## src/rtl/core/sixteen_bit_alu_with_ex_register_core_macros.svh

```systemverilog
// Assertion helpers for the ALU core
`ifndef SIXTEEN_BIT_ALU_WITH_EX_REGISTER_CORE_MACROS_SVH
`define SIXTEEN_BIT_ALU_WITH_EX_REGISTER_CORE_MACROS_SVH
// implication checked every clock, quiet in reset
`define SBA_ASSERT_IMP(lbl, ante, cons, msg) \
  lbl: assert property (@(posedge clk) disable iff (!rst_n) (ante) |-> (cons)) \
    else $error(msg);
// next-cycle implication
`define SBA_ASSERT_NXT(lbl, ante, cons, msg) \
  lbl: assert property (@(posedge clk) disable iff (!rst_n) (ante) |=> (cons)) \
    else $error(msg);
`endif

```

## src/rtl/core/sba_pkg.sv

```systemverilog
// ----------------------------------------------------------------------------
// sba_pkg
// Types, opcodes and control structs shared by the ALU core.
// ----------------------------------------------------------------------------
package sba_pkg;
  typedef struct packed {
    logic [4:0]  req_type;
    logic [15:0] operand_a;
    logic [15:0] operand_b;
  } in_t;

  typedef struct packed {
    logic [15:0] result_b;
    logic        write_b;
    logic        skip_next;
    logic [1:0]  index_step;
    logic [15:0] ex_value;
    logic        bad_opcode;
  } out_t;

  localparam logic [4:0] OP_SET = 5'h01;
  localparam logic [4:0] OP_ADD = 5'h02;
  localparam logic [4:0] OP_SUB = 5'h03;
  localparam logic [4:0] OP_MUL = 5'h04;
  localparam logic [4:0] OP_MLI = 5'h05;
  localparam logic [4:0] OP_DIV = 5'h06;
  localparam logic [4:0] OP_DVI = 5'h07;
  localparam logic [4:0] OP_MOD = 5'h08;
  localparam logic [4:0] OP_MDI = 5'h09;
  localparam logic [4:0] OP_AND = 5'h0a;
  localparam logic [4:0] OP_BOR = 5'h0b;
  localparam logic [4:0] OP_XOR = 5'h0c;
  localparam logic [4:0] OP_SHR = 5'h0d;
  localparam logic [4:0] OP_ASR = 5'h0e;
  localparam logic [4:0] OP_SHL = 5'h0f;
  localparam logic [4:0] OP_IFB = 5'h10;
  localparam logic [4:0] OP_IFC = 5'h11;
  localparam logic [4:0] OP_IFE = 5'h12;
  localparam logic [4:0] OP_IFN = 5'h13;
  localparam logic [4:0] OP_IFG = 5'h14;
  localparam logic [4:0] OP_IFA = 5'h15;
  localparam logic [4:0] OP_IFL = 5'h16;
  localparam logic [4:0] OP_IFU = 5'h17;
  localparam logic [4:0] OP_ADX = 5'h1a;
  localparam logic [4:0] OP_SBX = 5'h1b;
  localparam logic [4:0] OP_STI = 5'h1e;
  localparam logic [4:0] OP_STD = 5'h1f;

  localparam logic [1:0] STEP_NONE = 2'd0;
  localparam logic [1:0] STEP_INC  = 2'd1;
  localparam logic [1:0] STEP_DEC  = 2'd2;

  localparam int DIV_STEPS = 32;
  localparam logic [15:0] MASK16 = 16'hffff;

  // controller -> datapath
  typedef struct packed {
    logic load;      // capture input beat
    logic div_step;  // one restoring division step
    logic finish;    // form the result and update EX
  } cmd_t;

  // datapath -> controller
  typedef struct packed {
    logic need_div;  // loaded opcode uses the divider
  } sts_t;
endpackage

```

## src/rtl/core/sba_ctrl.sv

```systemverilog
// ----------------------------------------------------------------------------
// sba_ctrl
// Sequencer: load, iterate the divider when needed, finish, present.
// ----------------------------------------------------------------------------
module sba_ctrl (
  input  logic          clk,
  input  logic          rst_n,
  input  logic          in_valid,
  output logic          in_stall,
  output logic          out_valid,
  input  logic          out_stall,
  input  sba_pkg::sts_t sts,
  output sba_pkg::cmd_t cmd
);
  localparam logic [1:0] ST_IDLE = 2'd0;
  localparam logic [1:0] ST_DIV  = 2'd1;
  localparam logic [1:0] ST_FIN  = 2'd2;

  logic [1:0] state_r, state_nxt;
  logic [4:0] cnt_r, cnt_nxt;
  logic       oval_r, oval_nxt;
  logic       accept;

  // take a new beat when idle and the output slot is free or draining
  assign in_stall  = !(state_r == ST_IDLE && (!oval_r || !out_stall));
  assign accept    = in_valid && !in_stall;
  assign out_valid = oval_r;

  always_comb begin
    state_nxt = state_r;
    cnt_nxt   = cnt_r;
    oval_nxt  = oval_r && out_stall;
    cmd       = '0;
    unique case (state_r)
      ST_IDLE: begin
        if (accept) begin
          cmd.load  = 1'b1;
          state_nxt = ST_DIV;
          cnt_nxt   = '0;
        end
      end
      ST_DIV: begin
        if (sts.need_div) begin
          cmd.div_step = 1'b1;
          cnt_nxt = cnt_r + 5'd1;
          if (cnt_r == 5'(sba_pkg::DIV_STEPS - 1)) state_nxt = ST_FIN;
        end else begin
          state_nxt = ST_FIN;
        end
      end
      ST_FIN: begin
        cmd.finish = 1'b1;
        oval_nxt   = 1'b1;
        state_nxt  = ST_IDLE;
      end
      default: state_nxt = ST_IDLE;
    endcase
  end

  always_ff @(posedge clk) begin
    if (!rst_n) begin
      state_r <= ST_IDLE;
      cnt_r   <= '0;
      oval_r  <= 1'b0;
    end else begin
      state_r <= state_nxt;
      cnt_r   <= cnt_nxt;
      oval_r  <= oval_nxt;
    end
  end
endmodule

```

## src/rtl/core/sba_dp.sv

```systemverilog
// ----------------------------------------------------------------------------
// sba_dp
// Operand registers, serial divider, result formation and EX register.
// ----------------------------------------------------------------------------
module sba_dp (
  input  logic          clk,
  input  logic          rst_n,
  input  sba_pkg::in_t  in_data,
  input  sba_pkg::cmd_t cmd,
  output sba_pkg::sts_t sts,
  output sba_pkg::out_t out_data
);
  logic [4:0]  op_r;
  logic [15:0] a_r, b_r, ex_r, ex_nxt;
  logic        neg_q_r, neg_r_r;
  // 32-bit dividend shifted through quotient register, 16-bit divisor
  logic [31:0] q_r;
  logic [16:0] rem_r;
  logic [15:0] dvs_r;
  logic [16:0] trial;
  sba_pkg::out_t res_r, res_nxt;

  logic        is_signed_div, is_mod;
  logic [15:0] abs_a, abs_b;
  logic [31:0] prod_u, prod_s;
  logic [31:0] quot;
  logic [15:0] remv;
  logic [31:0] shl_t, shr_t, asr_t;
  logic        big_sh;
  logic [16:0] add_t;
  logic [17:0] adx_t;
  logic signed [17:0] sbx_t;
  logic [15:0] nb, ex;
  logic        wr, skip, bad;
  logic [1:0]  step;

  assign is_mod = (in_data.req_type == sba_pkg::OP_MOD) || (in_data.req_type == sba_pkg::OP_MDI);
  assign is_signed_div = (in_data.req_type == sba_pkg::OP_DVI)
                      || (in_data.req_type == sba_pkg::OP_MDI);
  assign abs_a = (is_signed_div && in_data.operand_a[15]) ? 16'(-in_data.operand_a)
                                                         : in_data.operand_a;
  assign abs_b = (is_signed_div && in_data.operand_b[15]) ? 16'(-in_data.operand_b)
                                                         : in_data.operand_b;

  assign sts.need_div = (op_r == sba_pkg::OP_DIV) || (op_r == sba_pkg::OP_DVI)
                     || (op_r == sba_pkg::OP_MOD) || (op_r == sba_pkg::OP_MDI);
  assign trial = {rem_r[15:0], q_r[31]} - {1'b0, dvs_r};

  always_ff @(posedge clk) begin
    if (cmd.load) begin
      op_r    <= in_data.req_type;
      a_r     <= in_data.operand_a;
      b_r     <= in_data.operand_b;
      dvs_r   <= abs_a;
      // mod divides B itself so the remainder is B mod A; div divides B * 2^16
      q_r     <= is_mod ? {16'h0000, abs_b} : {abs_b, 16'h0000};
      rem_r   <= '0;
      neg_q_r <= is_signed_div && (in_data.operand_a[15] ^ in_data.operand_b[15]);
      neg_r_r <= is_signed_div && in_data.operand_b[15];
    end else if (cmd.div_step) begin
      // restoring step: shift one dividend bit in, subtract when it fits
      if (!trial[16]) begin
        rem_r <= trial;
        q_r   <= {q_r[30:0], 1'b1};
      end else begin
        rem_r <= {rem_r[15:0], q_r[31]};
        q_r   <= {q_r[30:0], 1'b0};
      end
    end
  end

  // low half of the signed quotient is the fraction that goes to EX
  assign quot = neg_q_r ? 32'(-q_r) : q_r;
  // remainder takes the sign of the dividend
  assign remv = neg_r_r ? 16'(-rem_r[15:0]) : rem_r[15:0];

  assign prod_u = {16'h0000, a_r} * {16'h0000, b_r};
  assign prod_s = 32'($signed({{16{a_r[15]}}, a_r}) * $signed({{16{b_r[15]}}, b_r}));
  assign big_sh = (a_r[15:5] != '0);
  assign shl_t  = big_sh ? 32'h0 : ({16'h0000, b_r} << a_r[4:0]);
  assign shr_t  = big_sh ? 32'h0 : ({b_r, 16'h0000} >> a_r[4:0]);
  assign asr_t  = big_sh ? {32{b_r[15]}} : 32'($signed({b_r, 16'h0000}) >>> a_r[4:0]);
  assign add_t  = {1'b0, a_r} + {1'b0, b_r};
  assign adx_t  = {2'b00, b_r} + {2'b00, a_r} + {2'b00, ex_r};
  assign sbx_t  = $signed({2'b00, b_r}) - $signed({2'b00, a_r}) + $signed({2'b00, ex_r});

  always_comb begin
    nb = b_r; ex = ex_r; wr = 1'b1; skip = 1'b0; step = sba_pkg::STEP_NONE; bad = 1'b0;
    unique case (op_r)
      sba_pkg::OP_SET: nb = a_r;
      sba_pkg::OP_ADD: begin nb = add_t[15:0]; ex = {15'd0, add_t[16]}; end
      sba_pkg::OP_SUB: begin
        nb = b_r - a_r; ex = (b_r < a_r) ? sba_pkg::MASK16 : 16'h0000;
      end
      sba_pkg::OP_MUL: begin nb = prod_u[15:0]; ex = prod_u[31:16]; end
      sba_pkg::OP_MLI: begin nb = prod_s[15:0]; ex = prod_s[31:16]; end
      sba_pkg::OP_DIV, sba_pkg::OP_DVI: begin
        if (a_r == 16'h0000) begin nb = '0; ex = '0; end
        else begin
          nb = neg_q_r ? 16'(-q_r[31:16]) : q_r[31:16];
          ex = quot[15:0];
        end
      end
      sba_pkg::OP_MOD, sba_pkg::OP_MDI: nb = (a_r == 16'h0000) ? 16'h0000 : remv;
      sba_pkg::OP_AND: nb = a_r & b_r;
      sba_pkg::OP_BOR: nb = a_r | b_r;
      sba_pkg::OP_XOR: nb = a_r ^ b_r;
      sba_pkg::OP_SHR: begin nb = shr_t[31:16]; ex = shr_t[15:0]; end
      sba_pkg::OP_ASR: begin nb = asr_t[31:16]; ex = asr_t[15:0]; end
      sba_pkg::OP_SHL: begin nb = shl_t[15:0]; ex = shl_t[31:16]; end
      sba_pkg::OP_IFB: begin wr = 1'b0; skip = (b_r & a_r) == '0; end
      sba_pkg::OP_IFC: begin wr = 1'b0; skip = (b_r & a_r) != '0; end
      sba_pkg::OP_IFE: begin wr = 1'b0; skip = b_r != a_r; end
      sba_pkg::OP_IFN: begin wr = 1'b0; skip = b_r == a_r; end
      sba_pkg::OP_IFG: begin wr = 1'b0; skip = b_r <= a_r; end
      sba_pkg::OP_IFA: begin wr = 1'b0; skip = $signed(b_r) <= $signed(a_r); end
      sba_pkg::OP_IFL: begin wr = 1'b0; skip = b_r >= a_r; end
      sba_pkg::OP_IFU: begin wr = 1'b0; skip = $signed(b_r) >= $signed(a_r); end
      sba_pkg::OP_ADX: begin nb = adx_t[15:0]; ex = {15'd0, adx_t[17:16] != 2'b00}; end
      sba_pkg::OP_SBX: begin
        nb = sbx_t[15:0];
        ex = sbx_t[17] ? sba_pkg::MASK16 : ((sbx_t[16]) ? 16'h0001 : 16'h0000);
      end
      sba_pkg::OP_STI: begin nb = a_r; step = sba_pkg::STEP_INC; end
      sba_pkg::OP_STD: begin nb = a_r; step = sba_pkg::STEP_DEC; end
      default: begin wr = 1'b0; bad = 1'b1; end
    endcase
    ex_nxt = ex;
    res_nxt.result_b   = wr ? nb : b_r;
    res_nxt.write_b    = wr;
    res_nxt.skip_next  = skip;
    res_nxt.index_step = step;
    res_nxt.ex_value   = ex;
    res_nxt.bad_opcode = bad;
  end

  always_ff @(posedge clk) begin
    if (!rst_n) ex_r <= '0;
    else if (cmd.finish) ex_r <= ex_nxt;
  end

  always_ff @(posedge clk) begin
    if (cmd.finish) res_r <= res_nxt;
  end
  assign out_data = res_r;
endmodule

```

## src/rtl/core/sixteen_bit_alu_with_ex_register_core.sv

```systemverilog
// ----------------------------------------------------------------------------
// sixteen_bit_alu_with_ex_register_core
// Basic-opcode ALU of a 16-bit CPU with its EX register.
// ----------------------------------------------------------------------------
// One instruction at a time. After the accepting edge each beat passes the
// DIV and FIN states before its result is presented; div, dvi, mod and mdi
// stay in DIV for a 32-step restoring divider that retires one quotient bit
// per cycle. The result waits in an output register, and the next beat is
// taken in the cycle the result drains, so no new beat is taken while one is
// still in DIV or FIN.
module sixteen_bit_alu_with_ex_register_core (
  input  logic          clk,
  input  logic          rst_n,
  input  logic          in_valid,
  output logic          in_stall,
  input  sba_pkg::in_t  in_data,
  output logic          out_valid,
  input  logic          out_stall,
  output sba_pkg::out_t out_data
);
  `include "sixteen_bit_alu_with_ex_register_core_macros.svh"

  sba_pkg::cmd_t cmd;
  sba_pkg::sts_t sts;

  sba_ctrl u_ctrl (
    .clk(clk), .rst_n(rst_n), .in_valid(in_valid), .in_stall(in_stall),
    .out_valid(out_valid), .out_stall(out_stall), .sts(sts), .cmd(cmd)
  );

  sba_dp u_dp (
    .clk(clk), .rst_n(rst_n), .in_data(in_data), .cmd(cmd), .sts(sts),
    .out_data(out_data)
  );

  `SBA_ASSERT_IMP(a_one_cmd, 1'b1, $onehot0(cmd), "more than one datapath command")
  `SBA_ASSERT_NXT(a_fin_valid, cmd.finish, out_valid, "finished beat not presented")
  `SBA_ASSERT_IMP(a_no_take_busy, cmd.div_step || cmd.finish, in_stall,
                  "input taken while busy")
endmodule
```

## config.mk

```make
export PLATFORM = sky130hd
export DESIGN_NAME = sixteen_bit_alu_with_ex_register_core
export DESIGN_NICKNAME = d
export VERILOG_FILES = /design/src/rtl/core/sba_pkg.sv /design/src/rtl/core/sba_ctrl.sv /design/src/rtl/core/sba_dp.sv /design/src/rtl/core/sixteen_bit_alu_with_ex_register_core.sv
export VERILOG_INCLUDE_DIRS = /design/src /design/src/rtl/core
export SDC_FILE = /design/constraint.sdc
export NUM_CORES = 2
export LEC_CHECK = 0
export ABC_AREA = 1
export BUFFER_PORTS_ARGS = -buffer_cell sky130_fd_sc_hd__buf_4
export CAP_MARGIN = 25
export CORE_ASPECT_RATIO = 1.25
export CORE_MARGIN = 2
export CORE_UTILIZATION = 66
export CTS_CLUSTER_DIAMETER = 150
export CTS_CLUSTER_SIZE = 25
export DETAILED_ROUTE_END_ITERATION = 6
export PLACE_DENSITY_LB_ADDON = 0.2
export SLEW_MARGIN = 30
export SYNTH_ARGS = -nofsm -noshare
export SYNTH_HDL_FRONTEND = slang
export SYNTH_HIERARCHICAL = 1
export SYNTH_SLANG_ARGS = --single-unit
export TNS_END_PERCENT = 10
```

## constraint.sdc

```tcl
create_clock -name clk -period 7.8 [get_ports clk]
set_input_delay 0.78 -clock clk [delete_from_list [all_inputs] [get_ports clk]]
set_output_delay 0.78 -clock clk [all_outputs]
set_load 0.005 [all_outputs]
```

==> summary.txt, run 1 <==
Logic synthesis
  – Combinational family with the most area after synthesis: adder cells
  – Post-synth net total: approximately 5500
  – Async S/R FF share, synth: 0%
  – Top cells by area, synth: sky130_fd_sc_hd__fa_1, sky130_fd_sc_hd__nand2_1, sky130_fd_sc_hd__edfxtp_1
  – Xor/xnor share of the synthesized area: between 2 and 2.5%
  – Leading area contributor after synthesis: sky130_fd_sc_hd__fa_1
  – Portion of the post-synthesis area used by sequential elements: 13.52%
  – Simple-gate area share of the yosys netlist: between 20% and 30%
  – Cells after synthesis: just under 5000
  – Share of synthesized area spent on multiplexers: 0%
  – Area of the mapped netlist: 33250 um2
  – Adder-cell area share of the yosys netlist: 32.72%
  – Avg Inst Size Synth: just under 7 um2
  – Area fraction of the dominant cell type after synthesis: 22.82%
  – Number of unique standard cell types used by synthesis: 60
  – Fraction of the mapped netlist area in compound gates: under 10%
  – Number of synthesized flops with an enable pin: between 100 and 150
  – Number of warnings issued by yosys: 6
  – Top FF cell, synth: sky130_fd_sc_hd__edfxtp_1
  – Synthesis-stage register bit count: 163

Place
  – # port buffers: 79
  – Placed instance count: 5501
  – RePlAce Congestion: 1.179
  – Sum of net half-perimeters after detailed placement: 125800 um

Clock tree
  – Clock tree root driver cell: sky130_fd_sc_hd__clkbuf_16
  – Number of buffers between clock root and the deepest sink: 2
  – Cts hold-fix bufs: 0
  – Post CTS Setup Buffer Count: 0
  – Post-cts sizing count: 0
  – CTS sink count: approximately 160
  – Number of buffers created by CTS: 17
  – CTS HTree Levels: 4

Floorplanning
  – Top Ports: 80
  – Starting utilization of the core area: ~67%
  – Y dimension of the die: 254.9 um
  – DIE WIDTH: between 200 and 250 um
  – Floorplan row count: 91

Outcome
  – Run status: did not finish
  – Last flow stage reached: global routing (5_1_grt)
  – Tool error: [ERROR GRT-0116] Global routing finished with congestion. Check the congestion regions in the DRC Viewer.

GRT
  – All-layer global routing usage: 68.95%
  – Overall overflow remaining after global route: 53
  – Number of global-route vias before repair: 39080
  – Pin count of the biggest net entering global routing: 60
  – Wire length of the first global-routing pass: 256500 um
[logic make-up after synthesis]
| family | Yosys count |
|---|---|
| AO/OA/AOI/OAI | 568 |
| XOR/XNOR | 84 |
| adder cells (fa/ha/maj) | 642 |
| buffers and inverters | 1143 |
| flip-flops | 163 |
| AND/OR/NAND/NOR | 2222 |
[metrics by stage]
step / hold slack [ns] / cell area, um2 / worst slack [ns]
after floorplan: 0.4697 / 33250 / 1.539
after global placement: 0.4831 / 34800 / 0.5787
after detailed placement: 0.5055 / 34810 / 0.4979
after CTS: 0.4951 / 35450 / 0.4805
[synth_stat cells (18+ instances only)]
| cell type | number |
|---|---|
| sky130_fd_sc_hd__or2_2 | 22 |
| sky130_fd_sc_hd__ha_1 | 263 |
| sky130_fd_sc_hd__clkbuf_1 | 62 |
| sky130_fd_sc_hd__inv_2 | 23 |
| sky130_fd_sc_hd__dfxtp_1 | 40 |
| sky130_fd_sc_hd__o22ai_1 | 53 |
| sky130_fd_sc_hd__nand2_1 | 1209 |
| sky130_fd_sc_hd__a21oi_1 | 209 |
| sky130_fd_sc_hd__xor2_1 | 63 |
| sky130_fd_sc_hd__nor4_1 | 18 |
| sky130_fd_sc_hd__buf_2 | 60 |
| sky130_fd_sc_hd__fa_1 | 379 |
| sky130_fd_sc_hd__edfxtp_1 | 123 |
| sky130_fd_sc_hd__inv_1 | 954 |
| sky130_fd_sc_hd__buf_1 | 25 |
| sky130_fd_sc_hd__nor3_1 | 52 |
| sky130_fd_sc_hd__xnor2_1 | 21 |
| sky130_fd_sc_hd__nand3_1 | 439 |
| sky130_fd_sc_hd__nor2_1 | 343 |
| sky130_fd_sc_hd__o211ai_1 | 20 |
| sky130_fd_sc_hd__nand4_1 | 81 |
| sky130_fd_sc_hd__o21ai_0 | 183 |
[metal layers]
| layer | GRT overflow | global-route usage (%) |
|---|---|---|
| met1 | 0 | 70.25 |
| met2 | 30 | 89.40 |
| met3 | 0 | 48.23 |
| met4 | 23 | 66.15 |
| met5 | 0 | 20.77 |
==> run 2, diff against run 1 <==
- CORE_ASPECT_RATIO: 1.25 -> default
- CORE_UTILIZATION: 66 -> 40
- CTS_CLUSTER_DIAMETER: 150 -> default
- CTS_CLUSTER_SIZE: 25 -> default
- PLACE_DENSITY_LB_ADDON: 0.2 -> 0.15
==> run 2 against run 1 <==
Effect of this change: the flow now finishes without violations; synthesized area is the same; synthesized cell count is the same.
==> summary.txt, run 2 <==
Timing
  – Time the worst path needs with I/O delays and setup: roughly 7 ns
  – Post-route clock skew: about 0.025 ns
  – Max-slew violation count: 0
  – RSZ-0062 raised after global routing: false
  – Transition time at the pin with the least slew margin: roughly 1.1 ns
  – Fmax achieved: 140.9 MHz
  – Post-route fraction of the period consumed by the critical path: approximately nine tenths
  – Headroom to the max-slew limit: 29.43%
  – Setup total negative slack: 0 ns
  – Final Hold Viols: 0
  – Setup violators final: 0

Finish
  – Largest register FFs: 37
  – Area taken by multi-input logic gates: 24350 um2
  – Filler cell count in the final layout: around 8800
  – Final-stage net count: 5568
  – Area used by sequential logic in the layout: 4494 um2
  – Most used cells in the layout excluding fill and tap cells: sky130_fd_sc_hd__nand2_1, sky130_fd_sc_hd__inv_1, sky130_fd_sc_hd__nand3_1, sky130_fd_sc_hd__fa_1, sky130_fd_sc_hd__nor2_1
  – Signed area change from the synthesized netlist to the final layout: 8.453%
  – Share of layout cells above drive strength 1: approximately 6.5%
  – Number of cells in the finished layout apart from fillers: 5974
  – Commonest non-fill, non-tap cell in the layout: sky130_fd_sc_hd__nand2_1

Place
  – RePlAce Congestion: 1.090
  – # port buffers: 79
  – Sum of net half-perimeters after detailed placement: 129000 um
  – Placed instance count: 5935

Logic synthesis
  – Area of the mapped netlist: between 30000 and 40000 um2
  – Portion of the post-synthesis area used by sequential elements: 13.52%
  – Area fraction of the dominant cell type after synthesis: 22.82%
  – Cells after synthesis: 4822
  – Combinational family with the most area after synthesis: adder cells
  – Synthesis-stage register bit count: 163
  – Top cells by area, synth: sky130_fd_sc_hd__fa_1, sky130_fd_sc_hd__nand2_1, sky130_fd_sc_hd__edfxtp_1
  – Number of unique standard cell types used by synthesis: 60
  – Simple-gate area share of the yosys netlist: 28.56%
  – Number of synthesized flops with an enable pin: 123
  – Top FF cell, synth: sky130_fd_sc_hd__edfxtp_1
  – Post-synth net total: between 5000 and 6000
  – Avg Inst Size Synth: just under 7 um2
  – Xor/xnor share of the synthesized area: 2.213%
  – Async S/R FF share, synth: 0%
  – Adder-cell area share of the yosys netlist: 32.72%
  – Most numerous cell types in the synthesized netlist: sky130_fd_sc_hd__nand2_1, sky130_fd_sc_hd__inv_1, sky130_fd_sc_hd__nand3_1, sky130_fd_sc_hd__fa_1, sky130_fd_sc_hd__nor2_1
  – Share of synthesized area spent on multiplexers: 0%
  – Most instantiated library cell after synthesis: sky130_fd_sc_hd__nand2_1
  – Leading area contributor after synthesis: sky130_fd_sc_hd__fa_1
  – Fraction of the mapped netlist area in compound gates: 9.702%
  – Number of warnings issued by yosys: 6

Floorplanning
  – Y dimension of the die: approximately 290 um
  – DIE WIDTH: 292.3 um
  – Die ar.: 85440 um2
  – Top Ports: 80
  – Floorplan row count: about 110
  – Starting utilization of the core area: between 40% and 50%
  – Placeable core region: 82240 um2

Route
  – DRC errors left: 0
  – DR vias: about 34000
  – Detailed-route wire length per cell: 25.86 um
  – Number of nets with antenna violations after routing: 0
  – Initial DRT Pass Iterations: 6
  – Routed vias/inst: roughly 5.6
  – Wire length reported by the detailed router: approximately 150000 um
  – Initial detailed-routing violation count: 3664

Clock tree
  – Number of buffers between clock root and the deepest sink: 2
  – Worst-skew pair later-pin latency: 0.53 ns
  – Register clock-pin slew on the reported worst setup and hold paths: 0.10 ns
  – TritonCTS clock tree: built
  – Post-cts sizing count: 0
  – Clock tree root driver cell: sky130_fd_sc_hd__clkbuf_16
  – CTS HTree Levels: 4
  – Cts hold-fix bufs: 0
  – Post CTS Setup Buffer Count: 0
  – Number of buffers created by CTS: 17
  – CTS sink count: 163

Outcome
  – Run status: completed

GRT
  – Pin count of the biggest net entering global routing: 65
  – Number of antenna violations at the first check in global routing: 7
  – Wire length of the first global-routing pass: approximately 220000 um
  – Overall overflow remaining after global route: 0
  – All-layer global routing usage: 36.24%
  – Number of global-route vias before repair: 32460

Critical path
  – Signal arrival time at the worst endpoint: 7.32 ns
  – Crit Path Class: reg -> reg
  – Critical Path Start Type: flip-flop
  – Required time worst endpoint: 8.02 ns
  – CP Max Fanout: 11
  – Category of the worst setup path capture point: flip-flop

Job
  – Max-cap violation count: 0

Hold path
  – Class of the tightest hold or removal check: in -> reg
==> run 2: cell counts after synthesis <==
Identical to the previous run, type by type.
==> run 2: logic make-up (layout without fill, tap and decap cells) <==
group,count (synthesis),count (layout)
adders and majority gates,642,642
AOI/OAI and AO/OA,568,568
other,0,6
buffers and inverters,1143,1219
and+or+nand+nor,2222,2222
DFF,163,163
xor gates and xnor gates,84,84
==> run 2: area by class of cell <==
cell class	count	share of cell area [%]
clock inverter	15	0.5136
multi-input combinational	3516	67.54
antenna	6	0.04164
sequential	163	12.46
tap	1070	3.713
inverter	984	10.26
clock buffer	17	1.180
timing repair buffer	203	4.282
==> run 2: layer usage <==
layer	wire [um]	track usage, %
met3	16590	9.409
met5	42	0
met1	63500	48.39
met2	66310	54.99
met4	8029	16.59
==> run 2: critical path, stage by stage (launching register included) <==
cell and delay, ns:
sky130_fd_sc_hd__edfxtp_1 0.88, sky130_fd_sc_hd__ha_1 0.39, sky130_fd_sc_hd__inv_1 0.26, sky130_fd_sc_hd__fa_1 0.54, sky130_fd_sc_hd__fa_1 0.43, sky130_fd_sc_hd__inv_1 0.08, sky130_fd_sc_hd__ha_1 0.14, sky130_fd_sc_hd__inv_1 0.08
sky130_fd_sc_hd__fa_1 0.48, sky130_fd_sc_hd__inv_1 0.05, sky130_fd_sc_hd__fa_1 0.53, sky130_fd_sc_hd__inv_1 0.05, sky130_fd_sc_hd__fa_1 0.50, sky130_fd_sc_hd__inv_1 0.06, sky130_fd_sc_hd__ha_1 0.38, sky130_fd_sc_hd__nand2_1 0.13
sky130_fd_sc_hd__nor2_1 0.25, sky130_fd_sc_hd__nand2_1 0.09, sky130_fd_sc_hd__nand3_1 0.23, sky130_fd_sc_hd__a21boi_0 0.13, sky130_fd_sc_hd__o21ai_0 0.12, sky130_fd_sc_hd__buf_4 0.20, sky130_fd_sc_hd__o2111ai_1 0.17, sky130_fd_sc_hd__nor2_1 0.24
sky130_fd_sc_hd__buf_4 0.17, sky130_fd_sc_hd__nand4_1 0.19
==> run 2: path summary, 6_finish.rpt <==
kind	from	to	slack, ns	cells past startpoint
min reg2reg	u_ctrl/cnt_r[4]	u_ctrl/cnt_r[4]	0.50	2
max reg2reg	u_dp/b_r[3]	u_dp/out_data[31]	0.70	25
max	u_dp/b_r[3]	u_dp/out_data[31]	0.70	25
min	in_data[36]	u_dp/op_r[4]	0.46	1
==> run 2: metrics by stage <==
| step | hold WS (ns) | setup slack (ns) | cell area, um2 | utilization (%) |
|---|---|---|---|---|
| after floorplan | 0.4697 | 1.539 | 33250 | - |
| final | 0.4592 | 0.7028 | 36060 | 43.84 |
| after global placement | 0.4881 | 0.7117 | 35410 | 43.05 |
| after global routing | 0.4438 | 0.3747 | 36040 | 43.82 |
| after CTS | 0.4315 | 0.6895 | 36020 | 43.80 |
| after detailed placement | 0.4858 | 0.6820 | 35410 | 43.06 |
Power of run 2 is left out: the tool's default activity adds up to more than one toggle a clock period on the data nets, which glitch-free logic cannot reach.
